<file path="src/rtl/rzfr_pkg.sv">
// Shared constants and types for the r-z line fit residual block.
package rzfr_pkg;

    localparam int COORD_BITS      = 18;
    localparam int MAX_HITS        = 4;
    localparam int SLOPE_FRAC_BITS = 16;

    localparam int CNT_BITS   = $clog2(MAX_HITS + 1);
    localparam int RAD_BITS   = 2 * COORD_BITS;
    localparam int SQRT_BITS  = COORD_BITS;
    localparam int SUM_Z_BITS = 21;
    localparam int SUM_R_BITS = 21;
    localparam int SUM_P_BITS = 39;

    localparam int ALU_W          = 64;
    localparam int ALU_CNT_BITS   = $clog2(ALU_W + 1);
    localparam int PROD_LIMIT_LOG = 61;
    localparam logic [ALU_W-1:0] PROD_LIMIT = ALU_W'(1) << PROD_LIMIT_LOG;

    typedef enum logic {
        ALU_MUL,
        ALU_DIV
    } t_alu_op;

    typedef struct packed {
        logic             start;
        t_alu_op          op;
        logic [ALU_W-1:0] a;
        logic [ALU_W-1:0] b;
    } t_alu_req;

    typedef struct packed {
        logic             done;
        logic             ovf;
        logic [ALU_W-1:0] y;
    } t_alu_rsp;

    typedef enum logic [1:0] {
        ST_OK,
        ST_FEW_HITS,
        ST_DEGENERATE,
        ST_NO_TARGET
    } t_status;

endpackage

</file>
<file path="src/rtl/rz_line_fit_residual.sv">
// Top level of the r-z line fit residual block: sequencer, accumulators and stream ports.
//
// Each word carries one point. The block forms its radius with a bit-serial integer sqrt,
// accumulates seed hits and keeps the latest target word as the first target; the word with
// tlast closes the track, fits r = slope*z + intercept and returns both target residuals with
// a status. The time a non-closing word takes is set by the 18-step sqrt. The time a closing
// word takes is set by the shared
// multiply/divide unit: one 64-step division for the slope and one per target residual, plus
// multiplies that handle one bit of their second operand per cycle; an error status skips most
// of that work. One word is in work at a time; a finished result waits in the output register
// while the next word is taken.
module rz_line_fit_residual (
    input  logic        i_clk,
    input  logic        i_rst_n,
    input  logic        i_s_tvalid,
    output logic        o_s_tready,
    input  logic [55:0] i_s_tdata,  // pos_x, pos_y, pos_z, point_valid, zero fill
    input  logic        i_s_tuser,  // is_target
    input  logic        i_s_tlast,
    output logic        o_m_tvalid,
    input  logic        i_m_tready,
    output logic [39:0] o_m_tdata   // residual_first, residual_second, status, zero fill
);
    import rzfr_pkg::*;

    localparam int MUL_BITS = COORD_BITS + 1;
    localparam int MP_BITS  = 2 * MUL_BITS;
    localparam int OUT_BITS = 2 * COORD_BITS + 2;
    localparam int OUT_DATA = ((OUT_BITS + 7) / 8) * 8;
    localparam logic [ALU_W-1:0] Q_POS_LIM = (ALU_W'(1) << (COORD_BITS - 1)) - ALU_W'(1);
    localparam logic [ALU_W-1:0] Q_NEG_LIM = ALU_W'(1) << (COORD_BITS - 1);
    localparam logic signed [COORD_BITS-1:0] OUT_MAX = {1'b0, {(COORD_BITS-1){1'b1}}};
    localparam logic signed [COORD_BITS-1:0] OUT_MIN = {1'b1, {(COORD_BITS-1){1'b0}}};

    typedef enum logic [4:0] {
        S_IDLE, S_X2, S_Y2, S_SQRT_GO, S_SQRT, S_ZR, S_ZZ, S_CLOSE, S_DEN1, S_DEN2,
        S_NUM1, S_NUM2, S_SLOPE, S_RA, S_DZ, S_PRD, S_RDIV, S_OUT
    } t_state;

    t_state r_state;

    logic signed [COORD_BITS-1:0] r_px, r_py, r_pz;
    logic                         r_valid;
    logic                         r_target;
    logic                         r_last;
    logic [RAD_BITS-1:0]          r_rad;
    logic [SQRT_BITS-1:0]         r_r;

    logic [CNT_BITS-1:0]          r_cnt;
    logic [SUM_Z_BITS-1:0]        r_sum_z;
    logic [SUM_R_BITS-1:0]        r_sum_r;
    logic [SUM_P_BITS-1:0]        r_sum_zr;
    logic [SUM_P_BITS-1:0]        r_sum_zz;
    logic signed [COORD_BITS-1:0] r_ft_z;
    logic [SQRT_BITS-1:0]         r_ft_r;
    logic                         r_ft_ok;

    logic [ALU_W-1:0]             r_t1, r_den, r_mag, r_a;
    logic                         r_neg, r_dz_neg, r_numr_neg, r_which;
    logic signed [COORD_BITS-1:0] r_res0, r_res1;
    t_status                      r_status;
    t_alu_req                     r_req;

    logic                r_m_valid;
    logic [OUT_DATA-1:0] r_m_data;

    t_alu_rsp alu_rsp;
    logic                 sq_start;
    logic                 sq_done;
    logic [SQRT_BITS-1:0] sq_res;

    logic signed [MUL_BITS-1:0] ma, mb;
    logic signed [MP_BITS-1:0]  m_p;

    logic [ALU_W-1:0] n64, sz64, sz_abs, sr64, szr64, szz64;
    logic [ALU_W-1:0] alu_y, diff, diff_abs;
    logic [ALU_W-1:0] tz64, ra, dz, dz_abs, p, numr, numr_abs, half, dvs;
    logic             p_neg;
    logic signed [COORD_BITS-1:0] res_sat, res_div;

    rzfr_alu u_alu (
        .i_clk   (i_clk),
        .i_rst_n (i_rst_n),
        .i_req   (r_req),
        .o_rsp   (alu_rsp)
    );

    rzfr_sqrt u_sqrt (
        .i_clk   (i_clk),
        .i_rst_n (i_rst_n),
        .i_start (sq_start),
        .i_rad   (r_rad),
        .o_done  (sq_done),
        .o_sqrt  (sq_res)
    );

    assign sq_start   = r_state == S_SQRT_GO;
    assign o_s_tready = r_state == S_IDLE;
    assign o_m_tvalid = r_m_valid;
    assign o_m_tdata  = r_m_data;

    always_comb begin
        case (r_state)
            S_X2: begin
                ma = MUL_BITS'(r_px);
                mb = MUL_BITS'(r_px);
            end
            S_Y2: begin
                ma = MUL_BITS'(r_py);
                mb = MUL_BITS'(r_py);
            end
            S_ZR: begin
                ma = MUL_BITS'(r_pz);
                mb = signed'({1'b0, r_r});
            end
            default: begin
                ma = MUL_BITS'(r_pz);
                mb = MUL_BITS'(r_pz);
            end
        endcase
    end

    assign m_p = ma * mb;

    assign n64      = {{(ALU_W-CNT_BITS){1'b0}}, r_cnt};
    assign sz64     = {{(ALU_W-SUM_Z_BITS){r_sum_z[SUM_Z_BITS-1]}}, r_sum_z};
    assign sz_abs   = sz64[ALU_W-1] ? -sz64 : sz64;
    assign sr64     = {{(ALU_W-SUM_R_BITS){1'b0}}, r_sum_r};
    assign szr64    = {{(ALU_W-SUM_P_BITS){r_sum_zr[SUM_P_BITS-1]}}, r_sum_zr};
    assign szz64    = {{(ALU_W-SUM_P_BITS){1'b0}}, r_sum_zz};
    assign alu_y    = alu_rsp.y;
    assign diff     = r_t1 - alu_y;
    assign diff_abs = diff[ALU_W-1] ? -diff : diff;
    assign tz64     = r_which ? ALU_W'(r_pz) : ALU_W'(r_ft_z);
    assign ra       = (alu_y - sr64) << SLOPE_FRAC_BITS;
    assign dz       = alu_y - sz64;
    assign dz_abs   = dz[ALU_W-1] ? -dz : dz;
    assign p_neg    = r_neg ^ r_dz_neg;
    assign p        = p_neg ? -alu_y : alu_y;
    assign numr     = r_a - p;
    assign numr_abs = numr[ALU_W-1] ? -numr : numr;
    assign half     = n64 << (SLOPE_FRAC_BITS - 1);
    assign dvs      = n64 << SLOPE_FRAC_BITS;
    assign res_sat  = p_neg ? OUT_MAX : OUT_MIN;

    always_comb begin
        if (!r_numr_neg) begin
            res_div = (alu_y > Q_POS_LIM) ? OUT_MAX : signed'(alu_y[COORD_BITS-1:0]);
        end else begin
            res_div = (alu_y > Q_NEG_LIM) ? OUT_MIN : signed'(-alu_y[COORD_BITS-1:0]);
        end
    end

    always_ff @(posedge i_clk) begin
        if (!i_rst_n) begin
            r_state   <= S_IDLE;
            r_req     <= '0;
            r_m_valid <= 1'b0;
            r_cnt     <= '0;
            r_sum_z   <= '0;
            r_sum_r   <= '0;
            r_sum_zr  <= '0;
            r_sum_zz  <= '0;
            r_ft_z    <= '0;
            r_ft_r    <= '0;
            r_ft_ok   <= 1'b0;
            r_which   <= 1'b0;
        end else begin
            if (r_state == S_OUT && (!r_m_valid || i_m_tready)) begin
                r_m_valid <= 1'b1;
            end else if (i_m_tready) begin
                r_m_valid <= 1'b0;
            end
            case (r_state)
                S_IDLE: begin
                    if (i_s_tvalid) begin
                        r_px     <= i_s_tdata[COORD_BITS-1:0];
                        r_py     <= i_s_tdata[2*COORD_BITS-1:COORD_BITS];
                        r_pz     <= i_s_tdata[3*COORD_BITS-1:2*COORD_BITS];
                        r_valid  <= i_s_tdata[3*COORD_BITS];
                        r_target <= i_s_tuser;
                        r_last   <= i_s_tlast;
                        r_state  <= S_X2;
                    end
                end
                S_X2: begin
                    r_rad   <= m_p[RAD_BITS-1:0];
                    r_state <= S_Y2;
                end
                S_Y2: begin
                    r_rad   <= r_rad + m_p[RAD_BITS-1:0];
                    r_state <= S_SQRT_GO;
                end
                S_SQRT_GO: begin
                    r_state <= S_SQRT;
                end
                S_SQRT: begin
                    if (sq_done) begin
                        r_r <= sq_res;
                        if (r_last) begin
                            r_state <= S_CLOSE;
                        end else if (r_target) begin
                            r_ft_z  <= r_pz;
                            r_ft_r  <= sq_res;
                            r_ft_ok <= r_valid;
                            r_state <= S_IDLE;
                        end else if (r_valid && r_cnt < CNT_BITS'(MAX_HITS)) begin
                            r_cnt   <= r_cnt + 1'b1;
                            r_sum_z <= r_sum_z + SUM_Z_BITS'(r_pz);
                            r_sum_r <= r_sum_r + {{(SUM_R_BITS-SQRT_BITS){1'b0}}, sq_res};
                            r_state <= S_ZR;
                        end else begin
                            r_state <= S_IDLE;
                        end
                    end
                end
                S_ZR: begin
                    r_sum_zr <= r_sum_zr + SUM_P_BITS'(m_p);
                    r_state  <= S_ZZ;
                end
                S_ZZ: begin
                    r_sum_zz <= r_sum_zz + {{(SUM_P_BITS-MP_BITS){1'b0}}, m_p};
                    r_state  <= S_IDLE;
                end
                S_CLOSE: begin
                    if (r_cnt < CNT_BITS'(2)) begin
                        r_status <= ST_FEW_HITS;
                        r_res0   <= '0;
                        r_res1   <= '0;
                        r_state  <= S_OUT;
                    end else begin
                        r_req   <= '{start: 1'b1, op: ALU_MUL, a: szz64, b: n64};
                        r_state <= S_DEN1;
                    end
                end
                S_DEN1: begin
                    if (alu_rsp.done) begin
                        r_t1    <= alu_y;
                        r_req   <= '{start: 1'b1, op: ALU_MUL, a: sz_abs, b: sz_abs};
                        r_state <= S_DEN2;
                    end else begin
                        r_req.start <= 1'b0;
                    end
                end
                S_DEN2: begin
                    if (alu_rsp.done) begin
                        r_res0 <= '0;
                        r_res1 <= '0;
                        if (diff[ALU_W-1] || diff == '0) begin
                            r_status <= ST_DEGENERATE;
                            r_state  <= S_OUT;
                        end else if (!r_ft_ok || !r_valid) begin
                            r_status <= ST_NO_TARGET;
                            r_state  <= S_OUT;
                        end else begin
                            r_den   <= diff;
                            r_req   <= '{start: 1'b1, op: ALU_MUL, a: szr64, b: n64};
                            r_state <= S_NUM1;
                        end
                    end else begin
                        r_req.start <= 1'b0;
                    end
                end
                S_NUM1: begin
                    if (alu_rsp.done) begin
                        r_t1    <= alu_y;
                        r_req   <= '{start: 1'b1, op: ALU_MUL, a: sz64, b: sr64};
                        r_state <= S_NUM2;
                    end else begin
                        r_req.start <= 1'b0;
                    end
                end
                S_NUM2: begin
                    if (alu_rsp.done) begin
                        r_neg   <= diff[ALU_W-1];
                        r_req   <= '{start: 1'b1, op: ALU_DIV,
                                     a: diff_abs << SLOPE_FRAC_BITS, b: r_den};
                        r_state <= S_SLOPE;
                    end else begin
                        r_req.start <= 1'b0;
                    end
                end
                S_SLOPE: begin
                    if (alu_rsp.done) begin
                        r_mag   <= alu_y;
                        r_which <= 1'b0;
                        r_req   <= '{start: 1'b1, op: ALU_MUL,
                                     a: {{(ALU_W-SQRT_BITS){1'b0}}, r_ft_r}, b: n64};
                        r_state <= S_RA;
                    end else begin
                        r_req.start <= 1'b0;
                    end
                end
                S_RA: begin
                    if (alu_rsp.done) begin
                        r_a     <= ra;
                        r_req   <= '{start: 1'b1, op: ALU_MUL, a: tz64, b: n64};
                        r_state <= S_DZ;
                    end else begin
                        r_req.start <= 1'b0;
                    end
                end
                S_DZ: begin
                    if (alu_rsp.done) begin
                        r_dz_neg <= dz[ALU_W-1];
                        r_req    <= '{start: 1'b1, op: ALU_MUL, a: r_mag, b: dz_abs};
                        r_state  <= S_PRD;
                    end else begin
                        r_req.start <= 1'b0;
                    end
                end
                S_PRD: begin
                    if (alu_rsp.done) begin
                        if (alu_rsp.ovf) begin
                            if (!r_which) begin
                                r_res0  <= res_sat;
                                r_which <= 1'b1;
                                r_req   <= '{start: 1'b1, op: ALU_MUL,
                                             a: {{(ALU_W-SQRT_BITS){1'b0}}, r_r}, b: n64};
                                r_state <= S_RA;
                            end else begin
                                r_res1   <= res_sat;
                                r_status <= ST_OK;
                                r_state  <= S_OUT;
                            end
                        end else begin
                            r_numr_neg <= numr[ALU_W-1];
                            r_req      <= '{start: 1'b1, op: ALU_DIV, a: numr_abs + half, b: dvs};
                            r_state    <= S_RDIV;
                        end
                    end else begin
                        r_req.start <= 1'b0;
                    end
                end
                S_RDIV: begin
                    if (alu_rsp.done) begin
                        if (!r_which) begin
                            r_res0  <= res_div;
                            r_which <= 1'b1;
                            r_req   <= '{start: 1'b1, op: ALU_MUL,
                                         a: {{(ALU_W-SQRT_BITS){1'b0}}, r_r}, b: n64};
                            r_state <= S_RA;
                        end else begin
                            r_res1   <= res_div;
                            r_status <= ST_OK;
                            r_state  <= S_OUT;
                        end
                    end else begin
                        r_req.start <= 1'b0;
                    end
                end
                S_OUT: begin
                    if (!r_m_valid || i_m_tready) begin
                        r_m_data  <= {{(OUT_DATA-OUT_BITS){1'b0}}, r_status, r_res1, r_res0};
                        r_cnt     <= '0;
                        r_sum_z   <= '0;
                        r_sum_r   <= '0;
                        r_sum_zr  <= '0;
                        r_sum_zz  <= '0;
                        r_ft_z    <= '0;
                        r_ft_r    <= '0;
                        r_ft_ok   <= 1'b0;
                        r_which   <= 1'b0;
                        r_state   <= S_IDLE;
                    end
                end
                default: begin
                    r_state <= S_IDLE;
                end
            endcase
        end
    end

endmodule

</file>
<file path="src/rtl/rzfr_sqrt.sv">
// Bit-serial integer sqrt, one result bit per clock.
module rzfr_sqrt (
    input  logic                           i_clk,
    input  logic                           i_rst_n,
    input  logic                           i_start,
    input  logic [rzfr_pkg::RAD_BITS-1:0]  i_rad,
    output logic                           o_done,
    output logic [rzfr_pkg::SQRT_BITS-1:0] o_sqrt
);
    import rzfr_pkg::*;

    localparam int REM_BITS  = SQRT_BITS + 2;
    localparam int STEP_BITS = $clog2(SQRT_BITS + 1);

    logic                 r_busy;
    logic [STEP_BITS-1:0] r_step;
    logic [RAD_BITS-1:0]  r_rad;
    logic [REM_BITS-1:0]  r_rem;
    logic [SQRT_BITS-1:0] r_res;

    logic [REM_BITS-1:0] rem_sh;
    logic [REM_BITS-1:0] trial;
    logic                geq;
    logic                fin;

    assign rem_sh = {r_rem[REM_BITS-3:0], r_rad[RAD_BITS-1 -: 2]};
    assign trial  = {r_res, 2'b01};
    assign geq    = rem_sh >= trial;
    assign fin    = r_step == STEP_BITS'(SQRT_BITS);
    assign o_done = r_busy && fin;
    assign o_sqrt = r_res;

    always_ff @(posedge i_clk) begin
        if (!i_rst_n) begin
            r_busy <= 1'b0;
            r_step <= '0;
        end else if (i_start) begin
            r_busy <= 1'b1;
            r_step <= '0;
            r_rad  <= i_rad;
            r_rem  <= '0;
            r_res  <= '0;
        end else if (r_busy) begin
            if (fin) begin
                r_busy <= 1'b0;
            end else begin
                r_step <= r_step + 1'b1;
                r_rad  <= {r_rad[RAD_BITS-3:0], 2'b00};
                r_rem  <= geq ? rem_sh - trial : rem_sh;
                r_res  <= {r_res[SQRT_BITS-2:0], geq};
            end
        end
    end

endmodule

</file>
<file path="src/rtl/rzfr_alu.sv">
// Shared iterative unit: shift-add multiply with overflow flag and restoring divide.
module rzfr_alu (
    input  logic               i_clk,
    input  logic               i_rst_n,
    input  rzfr_pkg::t_alu_req i_req,
    output rzfr_pkg::t_alu_rsp o_rsp
);
    import rzfr_pkg::*;

    logic                    r_busy;
    t_alu_op                 r_op;
    logic [ALU_W-1:0]        r_x;
    logic [ALU_W-1:0]        r_y;
    logic [ALU_W-1:0]        r_acc;
    logic [ALU_CNT_BITS-1:0] r_cnt;
    logic                    r_ovf;

    logic [ALU_W:0]   opa;
    logic [ALU_W:0]   opb;
    logic [ALU_W+1:0] sum;
    logic             geq;
    logic             is_mul;
    logic             fin;

    assign is_mul = r_op == ALU_MUL;
    assign opa    = is_mul ? {1'b0, r_acc} : {r_acc, r_x[ALU_W-1]};
    assign opb    = is_mul ? {1'b0, r_x} : {1'b0, r_y};
    assign sum    = is_mul ? {1'b0, opa} + {1'b0, opb} : {1'b0, opa} - {1'b0, opb};
    assign geq    = !sum[ALU_W+1];
    assign fin    = is_mul ? (r_y == '0) : (r_cnt == '0);

    assign o_rsp.done = r_busy && fin;
    assign o_rsp.ovf  = r_ovf || (r_acc > PROD_LIMIT);
    assign o_rsp.y    = is_mul ? r_acc : r_x;

    always_ff @(posedge i_clk) begin
        if (!i_rst_n) begin
            r_busy <= 1'b0;
            r_op   <= ALU_MUL;
            r_cnt  <= '0;
            r_ovf  <= 1'b0;
        end else if (i_req.start) begin
            r_busy <= 1'b1;
            r_op   <= i_req.op;
            r_x    <= i_req.a;
            r_y    <= i_req.b;
            r_acc  <= '0;
            r_cnt  <= ALU_CNT_BITS'(ALU_W);
            r_ovf  <= 1'b0;
        end else if (r_busy) begin
            if (fin) begin
                r_busy <= 1'b0;
            end else if (is_mul) begin
                if (r_y[0]) begin
                    r_acc <= sum[ALU_W-1:0];
                end
                if ((r_y[0] && sum[ALU_W:ALU_W-2] != '0)
                        || (r_x[ALU_W-1:ALU_W-2] != '0 && r_y[ALU_W-1:1] != '0)) begin
                    r_ovf <= 1'b1;
                end
                r_x <= {r_x[ALU_W-2:0], 1'b0};
                r_y <= {1'b0, r_y[ALU_W-1:1]};
            end else begin
                r_acc <= geq ? sum[ALU_W-1:0] : opa[ALU_W-1:0];
                r_x   <= {r_x[ALU_W-2:0], geq};
                r_cnt <= r_cnt - 1'b1;
            end
        end
    end

endmodule

</file>
<file path="config.mk">
export PLATFORM = sky130hd
export DESIGN_NAME = rz_line_fit_residual
export DESIGN_NICKNAME = d
export VERILOG_FILES = /design/src/rtl/rzfr_pkg.sv /design/src/rtl/rz_line_fit_residual.sv /design/src/rtl/rzfr_sqrt.sv /design/src/rtl/rzfr_alu.sv
export SDC_FILE = /design/constraint.sdc
export NUM_CORES = 2
export LEC_CHECK = 0
export BUFFER_PORTS_ARGS = -buffer_cell sky130_fd_sc_hd__buf_2
export CAP_MARGIN = 25
export CORE_MARGIN = 5
export CORE_UTILIZATION = 50
export DETAILED_ROUTE_END_ITERATION = 8
export PLACE_DENSITY = 0.67
export SLEW_MARGIN = 20
export SYNTH_ARGS = -nofsm -noshare
export SYNTH_HDL_FRONTEND = slang
export SYNTH_SLANG_ARGS = --single-unit
export TNS_END_PERCENT = 10
</file>
<file path="constraint.sdc">
create_clock -name i_clk -period 12.35 [get_ports i_clk]
set_clock_uncertainty 0.2 [all_clocks]
set_input_delay 2.47 -clock i_clk [delete_from_list [all_inputs] [get_ports i_clk]]
set_output_delay 2.47 -clock i_clk [all_outputs]
set_load 0.005 [all_outputs]
</file>
==> impl_metrics.yaml <==
critical_path:
  critPathArrivalTime_ps: 12230
  worst_path_largest_cell_delay_ps: 680
  criticalPathCategory: "reg -> reg"
  cp_common_cell: "nand2_1"
  required_ps: 12900
  endpoint_kind: "flop"
  crit_fanout: 30
  worstSetupStartpointType: "flop"
  slowest_stage: "dfxtp_4"
global_routing:
  grt_first_pass_wirelength_mm: 533.7
  grt_usage: 0.3882
  grt_pass1_vias: 76594
  overflow: 0
  antenna_found_initial: 26
  grt_max_degree: 147
clocking:
  worstSkewPairLatency_ps: 820
  cts_made_buffers: 119
  cts_max_path_buffers: 3
  clk_pin_slew_ps: 60
  cts_root_buffer: "clkbuf_16"
  cts_tree: "built"
  cts_hold_buf: 0
  numClockSinks: 1007
  cts_max_level: 3
hold_path:
  hold_class: "reg -> reg"
yosys:
  syn_area_sq_um: 88330
  synthFlopType: "edfxtp_1"
  synth_area_leaders: "edfxtp_1 (24%), fa_1 (8.3%), ha_1 (7.8%)"
  ys_top_cells_by_count: "nand2_1 (1,013), nor2_1 (931), a21oi_1 (816), inv_1 (727), edfxtp_1 (694)"
  async_flop_share: 0
  synth_edf_count: 694
  syn_area_per_cell_sq_um: 8.831
  synthMuxAreaShare: 0.03765
  synth-xor-area-share: 0.07479
  synth_top_area_share: 0.2359
  synth_top_cell_by_area: "edfxtp_1"
  synth.distinct_cells: 133
  synth-seq-area-share: 0.3069
  synth-adder-area-share: 0.1615
  synth-seq-cells: 1007
  synth.most_common_cell: "nand2_1"
  synthSimpleGateAreaFrac: 0.1734
  synth_compound_area_frac: 0.1936
  synth_top_family_by_area: "compound AO/OA/AOI/OAI gates"
  ys_warn_count: 0
  synth_cells: 10002
timing:
  setup_viol: 0
  tns_ps: 0
  tightest_slew_ps: 1197
  fmax_mhz: 85.60
  postLayoutSetupSlackWorst_ps: 668.3
  hold_violations: 0
  layout_min_cycle_time_ps: 11680
  slew_violations: 0
  fin_crit_sh: 0.9459
  rsz0062_at_grt: "true"
  relSlewSlack: 0.2000
floorplanning:
  dieWidth_um: 430.3
  start_util: 0.5021
  ios: 104
  core_sq_um: 175900
  dieArea_sq_um: 185200
  die_h_um: 430.3
  core.rowCount: 154
routing:
  wire_per_inst_um: 29.71
  ant_nets: 0
  drc: 0
  first_iter_violations: 10528
  vias: 81522
  wirelength_mm: 371.7
  drt_first_pass_iters: 9
  viasPerCell: 6.517
status:
  status: "finished, final reports clean"
finish:
  fin_nets: 11036
  drive_gt1_frac: 0.09734
  area_growth_pct: 9.505
  fillers: 16008
place:
  pre_cts_slack_ps: 340.4
  gp_congestion: 1.052
  dp_hpwl_mm: 295.3
  io_buffers: 100
flow_run:
  cap_viol_max_count: 0
-- cells by family (layout without fill, tap and decap cells) --
logic type | Yosys count | in the layout
adders and majority gates | 920 | 920
DFF | 1007 | 1007
muxes | 299 | 299
AOI/OAI and AO/OA | 2587 | 2587
buffers and inverters | 1193 | 1350
and+or+nand+nor | 3245 | 3245
other | 1 | 12
xor gates and xnor gates | 750 | 750
-- timing repair --
action | CTS | global route
setup endpoints to repair | 0 | 12
hold endpoints to repair | 0 | 0
resized for setup | 0 | 11
buffers inserted | 0 | 0
-- final cells by class --
| class | instances | area, sq um | area share |
|---|---|---|---|
| Clock buffer | 162 | 3411 | 0.03526 |
| Sequential cell | 1007 | 27110 | 0.2803 |
| Clock inverter | 65 | 701.9 | 0.007257 |
| Inverter | 739 | 2781 | 0.02876 |
| Multi-Input combinational cell | 7803 | 57030 | 0.5896 |
| Antenna cell | 10 | 25.02 | 0.0002587 |
| Tap cell | 2340 | 2928 | 0.03027 |
| Timing Repair Buffer | 384 | 2730 | 0.02823 |
-- cells in the final DEF (no fill, tap or decap), types with 87 or more instances in the layout --
cell type / n
nand2_1: 1008
nor2_1: 910
a21oi_1: 809
inv_1: 724
edfxtp_1: 694
ha_1: 553
xnor2_1: 512
o21ai_0: 446
fa_1: 367
dfxtp_1: 310
buf_4: 272
nand3_1: 259
nor3_1: 237
xor2_1: 228
a21o_1: 215
mux2_2: 184
clkbuf_16: 128
a22oi_1: 106
mux2i_1: 102
buf_2: 100
and2_1: 95
or3_1: 93
o211ai_1: 90
and3_1: 89
nand4_1: 87
-- worst max-delay path, delay by kind of cell, from the launching register on --
kind	cells	cell delay, ps
XOR/XNOR	4	960
multiplexers	1	510
AND/OR/NAND/NOR	14	4720
flip-flops	1	680
adder cells (fa/ha/maj)	3	1200
AO/OA/AOI/OAI	9	2340
buffers and inverters	3	900
-- per-stage QoR --
stage | instances | area, sq um | hold WS, ps | util
floorplan | 10003 | 88340 | 200.3 | -
global placement | 12266 | 92420 | 202.7 | 0.5253
detailed placement | 12270 | 92460 | 204.5 | 0.5256
CTS | 12497 | 96580 | 217.8 | 0.5490
global route | 12502 | 96710 | 223.5 | 0.5497
finish | 12510 | 96730 | 216.8 | 0.5498
-- final timing paths --
kind                                start                 endpoint  slack [ps]  cells after the start
hold reg to reg      r_res0[15]$_DFFE_PP_  o_m_tdata[15]$_DFFE_PP_         220                      0
setup / recovery  u_alu.r_op$_SDFFE_PN0P_  r_req[125]$_SDFFE_PN0P_         670                     34
hold / removal       r_res0[15]$_DFFE_PP_  o_m_tdata[15]$_DFFE_PP_         220                      0
setup reg to reg  u_alu.r_op$_SDFFE_PN0P_  r_req[125]$_SDFFE_PN0P_         670                     34
-- layer usage --
metal  part of all wire  vias to the layer above  global-route usage  routed length [um]
met2               0.42                     4617              0.5748              156600
met1               0.39                    39755              0.5167              146500
met5            0.00039                        -                   0                 144
met4              0.075                       22              0.2302               27700
met3               0.11                     1022             0.09323               40740
li1                   -                    36106                   -                   -
-- sequential cells by signal, summed over array words and instances, names as in the netlist, 39 cells and up --
signal and cells:
r_a 48, r_sum_zr 39, r_den 64, r_req 130
u_alu.r_y 64, u_alu.r_acc 64, r_sum_zz 39, r_mag 64
r_t1 64, u_alu.r_x 64
Power is left out: the tool's default activity adds up to more than one toggle a clock period on the data nets, which glitch-free logic cannot reach.
